**src/sv/key_press_gesture_detector_unit_macros.svh**
```systemverilog
// Assertion helpers for the top-level RTL; they expect clk and rst_n in scope.
`ifndef KEY_PRESS_GESTURE_DETECTOR_UNIT_MACROS_SVH
`define KEY_PRESS_GESTURE_DETECTOR_UNIT_MACROS_SVH

// Same-cycle implication.
`define KPGD_ASSERT_NOW(label, ante, cons, msg) \
    label: assert property (@(posedge clk) disable iff (!rst_n) (ante) |-> (cons)) \
        else $error(msg);

// Next-cycle implication.
`define KPGD_ASSERT_NEXT(label, ante, cons, msg) \
    label: assert property (@(posedge clk) disable iff (!rst_n) (ante) |=> (cons)) \
        else $error(msg);

`endif

```
**src/sv/kpgd_pkg.sv**
```systemverilog
package kpgd_pkg;

    localparam int KPGD_KEY_COUNT = 2;
    localparam int KPGD_CROWN_KEY = 0;

    localparam int CFG_ADDR_W = 3;
    localparam int CFG_DATA_W = 31;

    localparam logic [CFG_ADDR_W-1:0] CFG_DOUBLE_WINDOW  = 3'd0;
    localparam logic [CFG_ADDR_W-1:0] CFG_UNLOCK_HOLD    = 3'd1;
    localparam logic [CFG_ADDR_W-1:0] CFG_RELEASE_SETTLE = 3'd2;
    localparam logic [CFG_ADDR_W-1:0] CFG_HOLD_CROWN     = 3'd3;
    localparam logic [CFG_ADDR_W-1:0] CFG_HOLD_OTHER     = 3'd4;

    localparam logic [CFG_DATA_W-1:0] RST_DOUBLE_WINDOW  = 31'd300;
    localparam logic [CFG_DATA_W-1:0] RST_UNLOCK_HOLD    = 31'd2000;
    localparam logic [CFG_DATA_W-1:0] RST_RELEASE_SETTLE = 31'd50;
    localparam logic [CFG_DATA_W-1:0] RST_HOLD_CROWN     = 31'd800;
    localparam logic [CFG_DATA_W-1:0] RST_HOLD_OTHER     = 31'd800;

    typedef enum logic [2:0] {
        OP_TICK    = 3'd0,
        OP_EDGE    = 3'd1,
        OP_RECOVER = 3'd2,
        OP_CANCEL  = 3'd3,
        OP_LOCK    = 3'd4
    } op_t;

    typedef enum logic [2:0] {
        KIND_NONE   = 3'd0,
        KIND_SINGLE = 3'd1,
        KIND_DOUBLE = 3'd2,
        KIND_HOLD   = 3'd3,
        KIND_UNLOCK = 3'd4
    } kind_t;

    typedef struct packed {
        logic [CFG_DATA_W-1:0] double_window;
        logic [CFG_DATA_W-1:0] unlock_hold;
        logic [CFG_DATA_W-1:0] release_settle;
        logic [CFG_DATA_W-1:0] hold_crown;
        logic [CFG_DATA_W-1:0] hold_other;
    } cfg_t;

    // Signals raised by one item: count (0 means one empty result) and up to three slots.
    typedef struct packed {
        logic [1:0]      n;
        logic [2:0]      key;
        logic [2:0][2:0] kind;
    } sig_grp_t;

    // Per-key deadline description: remaining = period - (now - start), when active.
    typedef struct packed {
        logic                  act;
        logic [CFG_DATA_W-1:0] period;
        logic [31:0]           start;
    } dl_t;

endpackage

```
**src/sv/kpgd_core.sv**
```systemverilog
module kpgd_core
    import kpgd_pkg::*;
#(
    parameter int KEY_COUNT = KPGD_KEY_COUNT,
    parameter int CROWN_KEY = KPGD_CROWN_KEY
)
(
    input  logic        clk,
    input  logic        rst_n,
    input  logic        upd,
    input  cfg_t        cfg,
    input  logic [2:0]  op,
    input  logic        key_index,
    input  logic        is_pressed,
    input  logic [31:0] now_tick,
    input  logic        lock_on,
    output sig_grp_t    grp,
    output dl_t         dl [KEY_COUNT],
    output logic [31:0] now_out
);

    logic [KEY_COUNT-1:0] down_reg, held_reg, pend_reg, sec_reg, await_reg, stab_reg;
    logic [KEY_COUNT-1:0] down_next, held_next, pend_next, sec_next, await_next, stab_next;
    logic [31:0] press_reg [KEY_COUNT];
    logic [31:0] rel_reg [KEY_COUNT];
    logic [31:0] stabt_reg [KEY_COUNT];
    logic [31:0] press_next [KEY_COUNT];
    logic [31:0] rel_next [KEY_COUNT];
    logic [31:0] stabt_next [KEY_COUNT];
    logic [31:0] last_reg, last_next;
    logic        tv_reg, tv_next;
    logic        wl_reg, wl_next;

    sig_grp_t grp_reg, grp_next;
    dl_t      dl_reg [KEY_COUNT];
    dl_t      dl_next [KEY_COUNT];
    logic [31:0] now_reg;

    logic [KEY_COUNT-1:0] hold_ok, dbl_ok, settle_ok;
    logic [31:0] diff_last;
    logic        stale;
    logic        in_rng;

    // Per-key expiry compares against the state as it stood before this word.
    always_comb
    begin
        logic [31:0] d_press, d_rel, d_stab;
        logic [CFG_DATA_W-1:0] hold_t;
        for (int j = 0; j < KEY_COUNT; j++)
        begin
            d_press = now_tick - press_reg[j];
            d_rel   = now_tick - rel_reg[j];
            d_stab  = now_tick - stabt_reg[j];
            if (j == CROWN_KEY)
                hold_t = wl_reg ? cfg.unlock_hold : cfg.hold_crown;
            else
                hold_t = cfg.hold_other;
            hold_ok[j]   = d_press >= {1'b0, hold_t};
            dbl_ok[j]    = d_rel >= {1'b0, cfg.double_window};
            settle_ok[j] = !d_stab[31] && (d_stab >= {1'b0, cfg.release_settle});
        end
    end

    assign diff_last = now_tick - last_reg;
    assign stale     = tv_reg && diff_last[31];
    assign in_rng    = (KEY_COUNT > 1) || !key_index;

    always_comb
    begin
        logic [1:0] cnt;
        logic [1:0] limit;
        logic       cancel;
        logic       do_adv;
        logic [CFG_DATA_W-1:0] hold_n;

        down_next  = down_reg;
        held_next  = held_reg;
        pend_next  = pend_reg;
        sec_next   = sec_reg;
        await_next = await_reg;
        stab_next  = stab_reg;
        press_next = press_reg;
        rel_next   = rel_reg;
        stabt_next = stabt_reg;
        last_next  = last_reg;
        tv_next    = tv_reg;
        wl_next    = wl_reg;
        grp_next   = '0;
        cnt        = 2'd0;
        cancel     = 1'b0;
        do_adv     = 1'b0;
        limit      = 2'd3;

        case (op_t'(op))
            OP_TICK:
            begin
                do_adv = 1'b1;
                limit  = 2'd3;
            end
            OP_EDGE:
            begin
                do_adv = in_rng;
                limit  = 2'd2;   // one slot stays free for the edge's own signal
            end
            OP_RECOVER:
            begin
                if (in_rng)
                begin
                    for (int j = 0; j < KEY_COUNT; j++)
                    begin
                        if (j == int'(key_index) && await_reg[j])
                        begin
                            if (is_pressed)
                                stab_next[j] = 1'b0;
                            else if (!stab_reg[j])
                            begin
                                stab_next[j]  = 1'b1;
                                stabt_next[j] = now_tick;
                            end
                            else if (settle_ok[j])
                            begin
                                down_next[j]  = 1'b0;
                                held_next[j]  = 1'b0;
                                pend_next[j]  = 1'b0;
                                sec_next[j]   = 1'b0;
                                await_next[j] = 1'b0;
                                stab_next[j]  = 1'b0;
                            end
                        end
                    end
                end
            end
            OP_CANCEL:
            begin
                cancel = 1'b1;
            end
            OP_LOCK:
            begin
                if (wl_reg != lock_on)
                begin
                    cancel  = 1'b1;
                    wl_next = lock_on;
                end
            end
            default:
            begin
            end
        endcase

        if (do_adv)
        begin
            if (stale)
                cancel = 1'b1;
            else
            begin
                last_next = now_tick;
                tv_next   = 1'b1;
                for (int j = 0; j < KEY_COUNT; j++)
                begin
                    if (cnt < limit && !await_reg[j])
                    begin
                        if (down_reg[j] && !held_reg[j] && hold_ok[j])
                        begin
                            held_next[j] = 1'b1;
                            pend_next[j] = 1'b0;
                            sec_next[j]  = 1'b0;
                            grp_next.key[cnt]  = 1'(j);
                            grp_next.kind[cnt] = (wl_reg && j == CROWN_KEY) ? KIND_UNLOCK
                                                                            : KIND_HOLD;
                            cnt = cnt + 2'd1;
                        end
                        else if (pend_reg[j] && dbl_ok[j])
                        begin
                            pend_next[j] = 1'b0;
                            grp_next.key[cnt]  = 1'(j);
                            grp_next.kind[cnt] = KIND_SINGLE;
                            cnt = cnt + 2'd1;
                        end
                    end
                end

                // The edge itself sees the state after the tick part.
                if (op_t'(op) == OP_EDGE)
                begin
                    for (int j = 0; j < KEY_COUNT; j++)
                    begin
                        if (j == int'(key_index))
                        begin
                            if (await_next[j])
                            begin
                                if (!is_pressed)
                                begin
                                    down_next[j]  = 1'b0;
                                    held_next[j]  = 1'b0;
                                    pend_next[j]  = 1'b0;
                                    sec_next[j]   = 1'b0;
                                    await_next[j] = 1'b0;
                                    stab_next[j]  = 1'b0;
                                end
                            end
                            else if (is_pressed != down_next[j])
                            begin
                                down_next[j] = is_pressed;
                                if (is_pressed)
                                begin
                                    sec_next[j]   = pend_next[j];
                                    pend_next[j]  = 1'b0;
                                    held_next[j]  = 1'b0;
                                    press_next[j] = now_tick;
                                end
                                else if (!held_next[j])
                                begin
                                    if (sec_next[j])
                                    begin
                                        sec_next[j] = 1'b0;
                                        grp_next.key[cnt]  = 1'(j);
                                        grp_next.kind[cnt] = KIND_DOUBLE;
                                        cnt = cnt + 2'd1;
                                    end
                                    else
                                    begin
                                        pend_next[j] = 1'b1;
                                        rel_next[j]  = now_tick;
                                    end
                                end
                            end
                        end
                    end
                end
            end
        end

        if (cancel)
        begin
            down_next  = '0;
            held_next  = '0;
            pend_next  = '0;
            sec_next   = '0;
            stab_next  = '0;
            await_next = '1;
        end

        grp_next.n = cnt;

        // Deadline of each key after this word; a settling key counts release_settle in full.
        for (int j = 0; j < KEY_COUNT; j++)
        begin
            if (j == CROWN_KEY)
                hold_n = wl_next ? cfg.unlock_hold : cfg.hold_crown;
            else
                hold_n = cfg.hold_other;
            dl_next[j].act    = 1'b1;
            dl_next[j].period = cfg.release_settle;
            dl_next[j].start  = now_tick;
            if (await_next[j])
            begin
            end
            else if (down_next[j] && !held_next[j])
            begin
                dl_next[j].period = hold_n;
                dl_next[j].start  = press_next[j];
            end
            else if (pend_next[j])
            begin
                dl_next[j].period = cfg.double_window;
                dl_next[j].start  = rel_next[j];
            end
            else
                dl_next[j].act = 1'b0;
        end
    end

    always_ff @(posedge clk or negedge rst_n)
    begin
        if (!rst_n)
        begin
            down_reg  <= '0;
            held_reg  <= '0;
            pend_reg  <= '0;
            sec_reg   <= '0;
            await_reg <= '0;
            stab_reg  <= '0;
            last_reg  <= '0;
            tv_reg    <= 1'b0;
            wl_reg    <= 1'b0;
        end
        else if (upd)
        begin
            down_reg  <= down_next;
            held_reg  <= held_next;
            pend_reg  <= pend_next;
            sec_reg   <= sec_next;
            await_reg <= await_next;
            stab_reg  <= stab_next;
            last_reg  <= last_next;
            tv_reg    <= tv_next;
            wl_reg    <= wl_next;
        end
    end

    // Timestamps are only read while their flag is set.
    always_ff @(posedge clk)
    begin
        if (upd)
        begin
            press_reg <= press_next;
            rel_reg   <= rel_next;
            stabt_reg <= stabt_next;
            grp_reg   <= grp_next;
            dl_reg    <= dl_next;
            now_reg   <= now_tick;
        end
    end

    assign grp     = grp_reg;
    assign dl      = dl_reg;
    assign now_out = now_reg;

endmodule

```
**src/sv/kpgd_wait.sv**
```systemverilog
module kpgd_wait
    import kpgd_pkg::*;
#(
    parameter int KEY_COUNT = KPGD_KEY_COUNT
)
(
    input  logic        clk,
    input  logic        load,
    input  dl_t         dl [KEY_COUNT],
    input  logic [31:0] now_tick,
    input  sig_grp_t    grp_in,
    output logic [31:0] rem [KEY_COUNT],
    output sig_grp_t    grp_out
);

    logic [31:0] rem_reg [KEY_COUNT];
    logic [31:0] rem_next [KEY_COUNT];
    sig_grp_t    grp_reg;

    always_comb
    begin
        logic [31:0] elapsed;
        logic [31:0] period;
        for (int j = 0; j < KEY_COUNT; j++)
        begin
            elapsed = now_tick - dl[j].start;
            period  = {1'b0, dl[j].period};
            if (!dl[j].act)
                rem_next[j] = '1;
            else if (elapsed >= period)
                rem_next[j] = '0;
            else
                rem_next[j] = period - elapsed;
        end
    end

    always_ff @(posedge clk)
    begin
        if (load)
        begin
            rem_reg <= rem_next;
            grp_reg <= grp_in;
        end
    end

    assign rem     = rem_reg;
    assign grp_out = grp_reg;

endmodule

```
**src/sv/kpgd_out.sv**
```systemverilog
module kpgd_out
    import kpgd_pkg::*;
#(
    parameter int KEY_COUNT = KPGD_KEY_COUNT
)
(
    input  logic        clk,
    input  logic        rst_n,
    input  logic        load,
    input  logic        take,
    input  logic [31:0] rem [KEY_COUNT],
    input  sig_grp_t    grp_in,
    output logic        valid,
    output logic        key,
    output logic [2:0]  kind,
    output logic [31:0] wait_ticks,
    output logic        last
);

    logic        v_reg, v_next;
    logic [1:0]  idx_reg, idx_next;
    sig_grp_t    grp_reg;
    logic [31:0] wait_reg;
    logic [31:0] min_next;

    always_comb
    begin
        min_next = '1;
        for (int j = 0; j < KEY_COUNT; j++)
        begin
            if (rem[j] < min_next)
                min_next = rem[j];
        end
    end

    // An item with no signal still gives one empty word.
    assign last = (grp_reg.n == 2'd0) || (idx_reg == grp_reg.n - 2'd1);

    always_comb
    begin
        v_next   = v_reg;
        idx_next = idx_reg;
        if (load)
        begin
            v_next   = 1'b1;
            idx_next = 2'd0;
        end
        else if (take)
        begin
            if (last)
                v_next = 1'b0;
            else
                idx_next = idx_reg + 2'd1;
        end
    end

    always_ff @(posedge clk or negedge rst_n)
    begin
        if (!rst_n)
        begin
            v_reg   <= 1'b0;
            idx_reg <= 2'd0;
        end
        else
        begin
            v_reg   <= v_next;
            idx_reg <= idx_next;
        end
    end

    always_ff @(posedge clk)
    begin
        if (load)
        begin
            grp_reg  <= grp_in;
            wait_reg <= min_next;
        end
    end

    assign valid      = v_reg;
    assign key        = grp_reg.key[idx_reg];
    assign kind       = grp_reg.kind[idx_reg];
    assign wait_ticks = wait_reg;

endmodule

```
**src/sv/key_press_gesture_detector_unit.sv**
```systemverilog
// A word passes the input, state, remaining-time and output registers before its first result
//   word is valid. Input words enter one per cycle while no stage stalls; an item leaves
//   1 to 3 result words, one per cycle through the single output register as m_tready allows.
// The key state registers take one whole word update per cycle between input and result
//   unless the state stage stalls. Reset (rst_n low, asynchronous) empties the pipeline,
//   clears all key state and loads the register defaults.
module key_press_gesture_detector_unit
    import kpgd_pkg::*;
#(
    parameter int KEY_COUNT = KPGD_KEY_COUNT,
    parameter int CROWN_KEY = KPGD_CROWN_KEY
)
(
    input  logic                  clk,
    input  logic                  rst_n,
    input  logic                  cfg_we,
    input  logic [CFG_ADDR_W-1:0] cfg_addr,
    input  logic [CFG_DATA_W-1:0] cfg_wdata,
    input  logic                  s_tvalid,
    output logic                  s_tready,
    input  logic [39:0]           s_tdata,   // key_index, is_pressed, now_tick[31:0], lock_on
    input  logic [2:0]            s_tuser,   // operation
    output logic                  m_tvalid,
    input  logic                  m_tready,
    output logic [39:0]           m_tdata,   // signal_key, wait_ticks[31:0]
    output logic [2:0]            m_tuser,   // signal_kind
    output logic                  m_tlast
);

    `include "key_press_gesture_detector_unit_macros.svh"

    cfg_t cfg_reg;

    logic        a_v_reg, b_v_reg, c_v_reg;
    logic        a_v_next, b_v_next, c_v_next;
    logic [2:0]  op_reg;
    logic        key_reg, prs_reg, lock_reg;
    logic [31:0] now_reg;

    logic s_acc, o_free, take;
    logic a_adv, b_adv, c_adv;
    logic a_load, b_load, c_load;

    sig_grp_t    grp_b, grp_c;
    dl_t         dl_b [KEY_COUNT];
    logic [31:0] now_b;
    logic [31:0] rem_c [KEY_COUNT];

    logic        o_key;
    logic [2:0]  o_kind;
    logic [31:0] o_wait;

    always_ff @(posedge clk or negedge rst_n)
    begin
        if (!rst_n)
        begin
            cfg_reg.double_window  <= RST_DOUBLE_WINDOW;
            cfg_reg.unlock_hold    <= RST_UNLOCK_HOLD;
            cfg_reg.release_settle <= RST_RELEASE_SETTLE;
            cfg_reg.hold_crown     <= RST_HOLD_CROWN;
            cfg_reg.hold_other     <= RST_HOLD_OTHER;
        end
        else if (cfg_we)
        begin
            case (cfg_addr)
                CFG_DOUBLE_WINDOW:  cfg_reg.double_window  <= cfg_wdata;
                CFG_UNLOCK_HOLD:    cfg_reg.unlock_hold    <= cfg_wdata;
                CFG_RELEASE_SETTLE: cfg_reg.release_settle <= cfg_wdata;
                CFG_HOLD_CROWN:     cfg_reg.hold_crown     <= cfg_wdata;
                CFG_HOLD_OTHER:     cfg_reg.hold_other     <= cfg_wdata;
                default:            ;
            endcase
        end
    end

    // Pipeline: input reg (A) -> state update (B) -> remaining time (C) -> output group.
    assign take   = m_tvalid && m_tready;
    assign o_free = !m_tvalid || (take && m_tlast);
    assign c_adv  = o_free;
    assign b_adv  = !c_v_reg || c_adv;
    assign a_adv  = !b_v_reg || b_adv;
    assign c_load = c_v_reg && c_adv;
    assign b_load = b_v_reg && b_adv;
    assign a_load = a_v_reg && a_adv;

    assign s_tready = !a_v_reg || a_adv;
    assign s_acc    = s_tvalid && s_tready;

    assign a_v_next = s_acc || (a_v_reg && !a_adv);
    assign b_v_next = a_load || (b_v_reg && !b_adv);
    assign c_v_next = b_load || (c_v_reg && !c_adv);

    always_ff @(posedge clk or negedge rst_n)
    begin
        if (!rst_n)
        begin
            a_v_reg <= 1'b0;
            b_v_reg <= 1'b0;
            c_v_reg <= 1'b0;
        end
        else
        begin
            a_v_reg <= a_v_next;
            b_v_reg <= b_v_next;
            c_v_reg <= c_v_next;
        end
    end

    always_ff @(posedge clk)
    begin
        if (s_acc)
        begin
            op_reg   <= s_tuser;
            key_reg  <= s_tdata[0];
            prs_reg  <= s_tdata[1];
            now_reg  <= s_tdata[33:2];
            lock_reg <= s_tdata[34];
        end
    end

    kpgd_core #(
        .KEY_COUNT (KEY_COUNT),
        .CROWN_KEY (CROWN_KEY)
    ) u_core (
        .clk        (clk),
        .rst_n      (rst_n),
        .upd        (a_load),
        .cfg        (cfg_reg),
        .op         (op_reg),
        .key_index  (key_reg),
        .is_pressed (prs_reg),
        .now_tick   (now_reg),
        .lock_on    (lock_reg),
        .grp        (grp_b),
        .dl         (dl_b),
        .now_out    (now_b)
    );

    kpgd_wait #(
        .KEY_COUNT (KEY_COUNT)
    ) u_wait (
        .clk      (clk),
        .load     (b_load),
        .dl       (dl_b),
        .now_tick (now_b),
        .grp_in   (grp_b),
        .rem      (rem_c),
        .grp_out  (grp_c)
    );

    kpgd_out #(
        .KEY_COUNT (KEY_COUNT)
    ) u_out (
        .clk        (clk),
        .rst_n      (rst_n),
        .load       (c_load),
        .take       (take),
        .rem        (rem_c),
        .grp_in     (grp_c),
        .valid      (m_tvalid),
        .key        (o_key),
        .kind       (o_kind),
        .wait_ticks (o_wait),
        .last       (m_tlast)
    );

    assign m_tdata = {7'd0, o_wait, o_key};
    assign m_tuser = o_kind;

    `KPGD_ASSERT_NEXT(a_acc_fills, s_tvalid && s_tready, a_v_reg, "accepted word not in input stage")
    `KPGD_ASSERT_NEXT(b_stall_holds, b_v_reg && !b_adv, b_v_reg, "stalled state stage lost its word")
    `KPGD_ASSERT_NEXT(grp_continues, m_tvalid && m_tready && !m_tlast, m_tvalid, "result group cut short")
    `KPGD_ASSERT_NEXT(grp_drains, m_tvalid && m_tready && m_tlast && !c_v_reg, !m_tvalid, "output valid with nothing loaded")

endmodule
```
**config.mk**
```make
export PLATFORM = sky130hd
export DESIGN_NAME = key_press_gesture_detector_unit
export DESIGN_NICKNAME = d
export VERILOG_FILES = /design/src/sv/kpgd_pkg.sv /design/src/sv/kpgd_core.sv /design/src/sv/kpgd_wait.sv /design/src/sv/kpgd_out.sv /design/src/sv/key_press_gesture_detector_unit.sv
export VERILOG_INCLUDE_DIRS = /design/src /design/src/sv
export SDC_FILE = /design/constraint.sdc
export NUM_CORES = 2
export LEC_CHECK = 0
export ABC_AREA = 1
export BUFFER_PORTS_ARGS = -buffer_cell sky130_fd_sc_hd__buf_2
export CAP_MARGIN = 25
export CORE_UTILIZATION = 41
export CTS_BUF_LIST = sky130_fd_sc_hd__clkbuf_8
export CTS_CLUSTER_SIZE = 14
export DETAILED_ROUTE_END_ITERATION = 16
export PLACE_DENSITY = 0.54
export SYNTH_ARGS = -nofsm -noshare
export SYNTH_HDL_FRONTEND = slang
export SYNTH_SLANG_ARGS = --single-unit
```
**constraint.sdc**
```tcl
create_clock -name clk -period 11.9 [get_ports clk]
set_input_delay 1.785 -clock clk [delete_from_list [all_inputs] [get_ports clk]]
set_output_delay 1.785 -clock clk [all_outputs]
set_load 0.01 [all_outputs]
```
==> run metrics <==
worst hold path type=reg -> reg; Crit path top cell by count=nand2_1; sequential-to-total area share from yosys stat=40.0%; DR iter-0 viols=3380; Post-Syn Area=0.0520 mm^2; vias in the first global route=41100; most common cell in the synthesized netlist=nand2_1; status=completed; Synth Warn #=0; Sink Count=726; ys flop type=edfxtp_1; asr flop ratio synth=28.5%; slowest stage delay, CP=0.52 ns; Setup-failing EPs final=0; # port buffers=115; max reg flops=155; fin nets=7185; first-pass GRT wire length=243000 um; # DRC=0; Post-CTS Hold Fix Bufs=0; Avg Cell Area, Syn=8.19 um^2; Critical Path End Type=flop; library cells used by synthesis=65; period utilization=71.3%; share of layout cells above drive strength 1=8.18%; post-route antenna net violation count=0; crit path max fanout=34; Setup Skew=0.0707 ns; Slew headroom=26.8%; drt via density=5.21; Starting Density=41.4%; unrepaired setup endpoints after global routing=false; Final TNS setup=0 ns; synth cell count leaders=nand2_1 (1379), inv_1 (961), ha_1 (570); Slew @ Worst Pin=1.10 ns; Slew Viols, Final=0; FF+latch count, synth=726; Worst R2R Path Depth=43; worst reg2reg setup slack=3.42 ns; share of the synthesized area in the top cell type=30.0%; RR Startpoint=now_reg[0]$_DFFE_PP_; die height=358 um; largest net degree at the start of global routing=95; core area=0.126 mm^2; Placer Congestion=0.929; area grow syn2layout=10.2%; Layout Cells excl Fill=8293; crit path capture=u_core.dl[92]$_DFFE_PP_; CP Data Required Time=12.58 ns; Fmax achieved=0.118 GHz; Core Util, Final=45.6%; WL per Instance=19.5 um; synthesized netlist cell count=6352; Initial DRT Pass Iterations=6; initial antenna violation count=1; R2R Path End=u_core.dl[92]$_DFFE_PP_; critical path's slowest cell=nand2_2; clk slew on worst S/H paths=0.07 ns; fin area=0.0574 mm^2; Placed Instances=8027; CTS root buffer=clkbuf_8; H-tree depth=4; Arr. time, crit path=9.16 ns; Yosys top cell by area=edfxtp_1; CTS buffer count=142; GRT Overall Usage=25.1%; clock latency on the worst-skew pair=0.91 ns; class of the most critical setup path=reg -> reg; CTS tree=done; max-cap viol count=0; Setup Buffers After CTS=0; die width=358 um; cts repair resizes=0; post-layout minimum cycle time=8.48 ns; placed cell areas=0.0545 mm^2; IO Pins=128; total wire length=162000 um; Final Hold Fails=0; top post-synthesis cells by area=edfxtp_1 (30%), ha_1 (14%), nand2_1 (9.9%); std cell rows=130; DIE AREA=0.128 mm^2; Via Count=43200; CTS max path bufs=3; grt total ovfl=0; Post-synth EDFFs=519; Worst setup SP type=flop; critical path startpoint=now_reg[0]$_DFFE_PP_; post-DP HPWL=123000 um
-- per-layer routing --
metal / up-vias / GRT usage [%] / routed length, um / part of all wire [%]
li1: 21600 / - / - / -
met1: 20200 / 35.5 / 76800 / 47
met2: 1199 / 38.4 / 69400 / 43
met3: 241 / 5.18 / 11300 / 7.0
met4: 0 / 7.49 / 4430 / 2.7
met5: - / 0 / 0 / 0
-- worst min path at each step --
stage                                           start                          end  slack (ns)  cells after the start
after detailed placement  u_core.grp[0]$_SDFFCE_PP0P_  u_wait.grp_out[0]$_DFFE_PP_        0.40                      0
final                     u_core.grp[0]$_SDFFCE_PP0P_  u_wait.grp_out[0]$_DFFE_PP_        0.41                      0
after global placement    u_core.grp[4]$_SDFFCE_PP0P_  u_wait.grp_out[4]$_DFFE_PP_        0.41                      0
after global routing      u_core.grp[4]$_SDFFCE_PP0P_  u_wait.grp_out[4]$_DFFE_PP_        0.42                      0
after floorplan           u_wait.grp_out[0]$_DFFE_PP_   u_out.grp_reg[0]$_DFFE_PP_        0.40                      0
after CTS                 u_core.grp[0]$_SDFFCE_PP0P_  u_wait.grp_out[0]$_DFFE_PP_        0.41                      0
-- cell type report --
class / count / area [um^2]
multi-input combinational: 4480 / 26800
clock buffer: 160 / 2200
clock inverter: 100 / 624
timing repair buffer: 194 / 1200
tap: 1650 / 2060
sequential: 726 / 20800
fill: 12600 / 68400
inverter: 979 / 3690
antenna: 4 / 10.0
-- cell families (layout without fill, tap and decap cells) --
group,Yosys count,after routing,share of synthesized area [%]
DFF,726,726,40.0
xor gates and xnor gates,299,299,5.03
buffers and inverters,1152,1433,8.77
other,1,11,0.00721
adders and majority gates,580,580,14.1
and+or+nand+nor,2273,2273,18.3
AOI/OAI and AO/OA,1321,1321,13.9
-- critical path: cells and delay by family, from the launching register on --
family          cells  cell delay [ns]
compound gates     11             2.39
xor+xnor            1             0.11
fa+ha+maj           4             1.26
buf+inv             7             1.23
flops               1             0.36
simple gates       20             2.82
-- per-stage QoR --
step / hold WS (ns) / setup WS (ns)
2_1_floorplan: 0.400 / 1.35
3_3_place_gp: 0.405 / 3.34
3_5_place_dp: 0.405 / 3.40
4_1_cts: 0.413 / 3.35
5_1_grt: 0.420 / 2.68
6_report: 0.411 / 3.42
-- cell usage in the layout, fill, tap and decap left out, types with 59 or more instances in the layout --
cell,n
ha_1,570
xor2_1,188
nor2_1,369
buf_2,114
dfrtp_1,187
a21oi_1,554
clkbuf_8,160
nand3_1,321
nand2_1,1376
o21ai_0,524
xnor2_1,111
edfxtp_1,519
inv_1,1006
buf_4,76
nor3_1,59
Power is left out: the tool's default activity adds up to more than one toggle a clock period on the data nets, which glitch-free logic cannot reach.
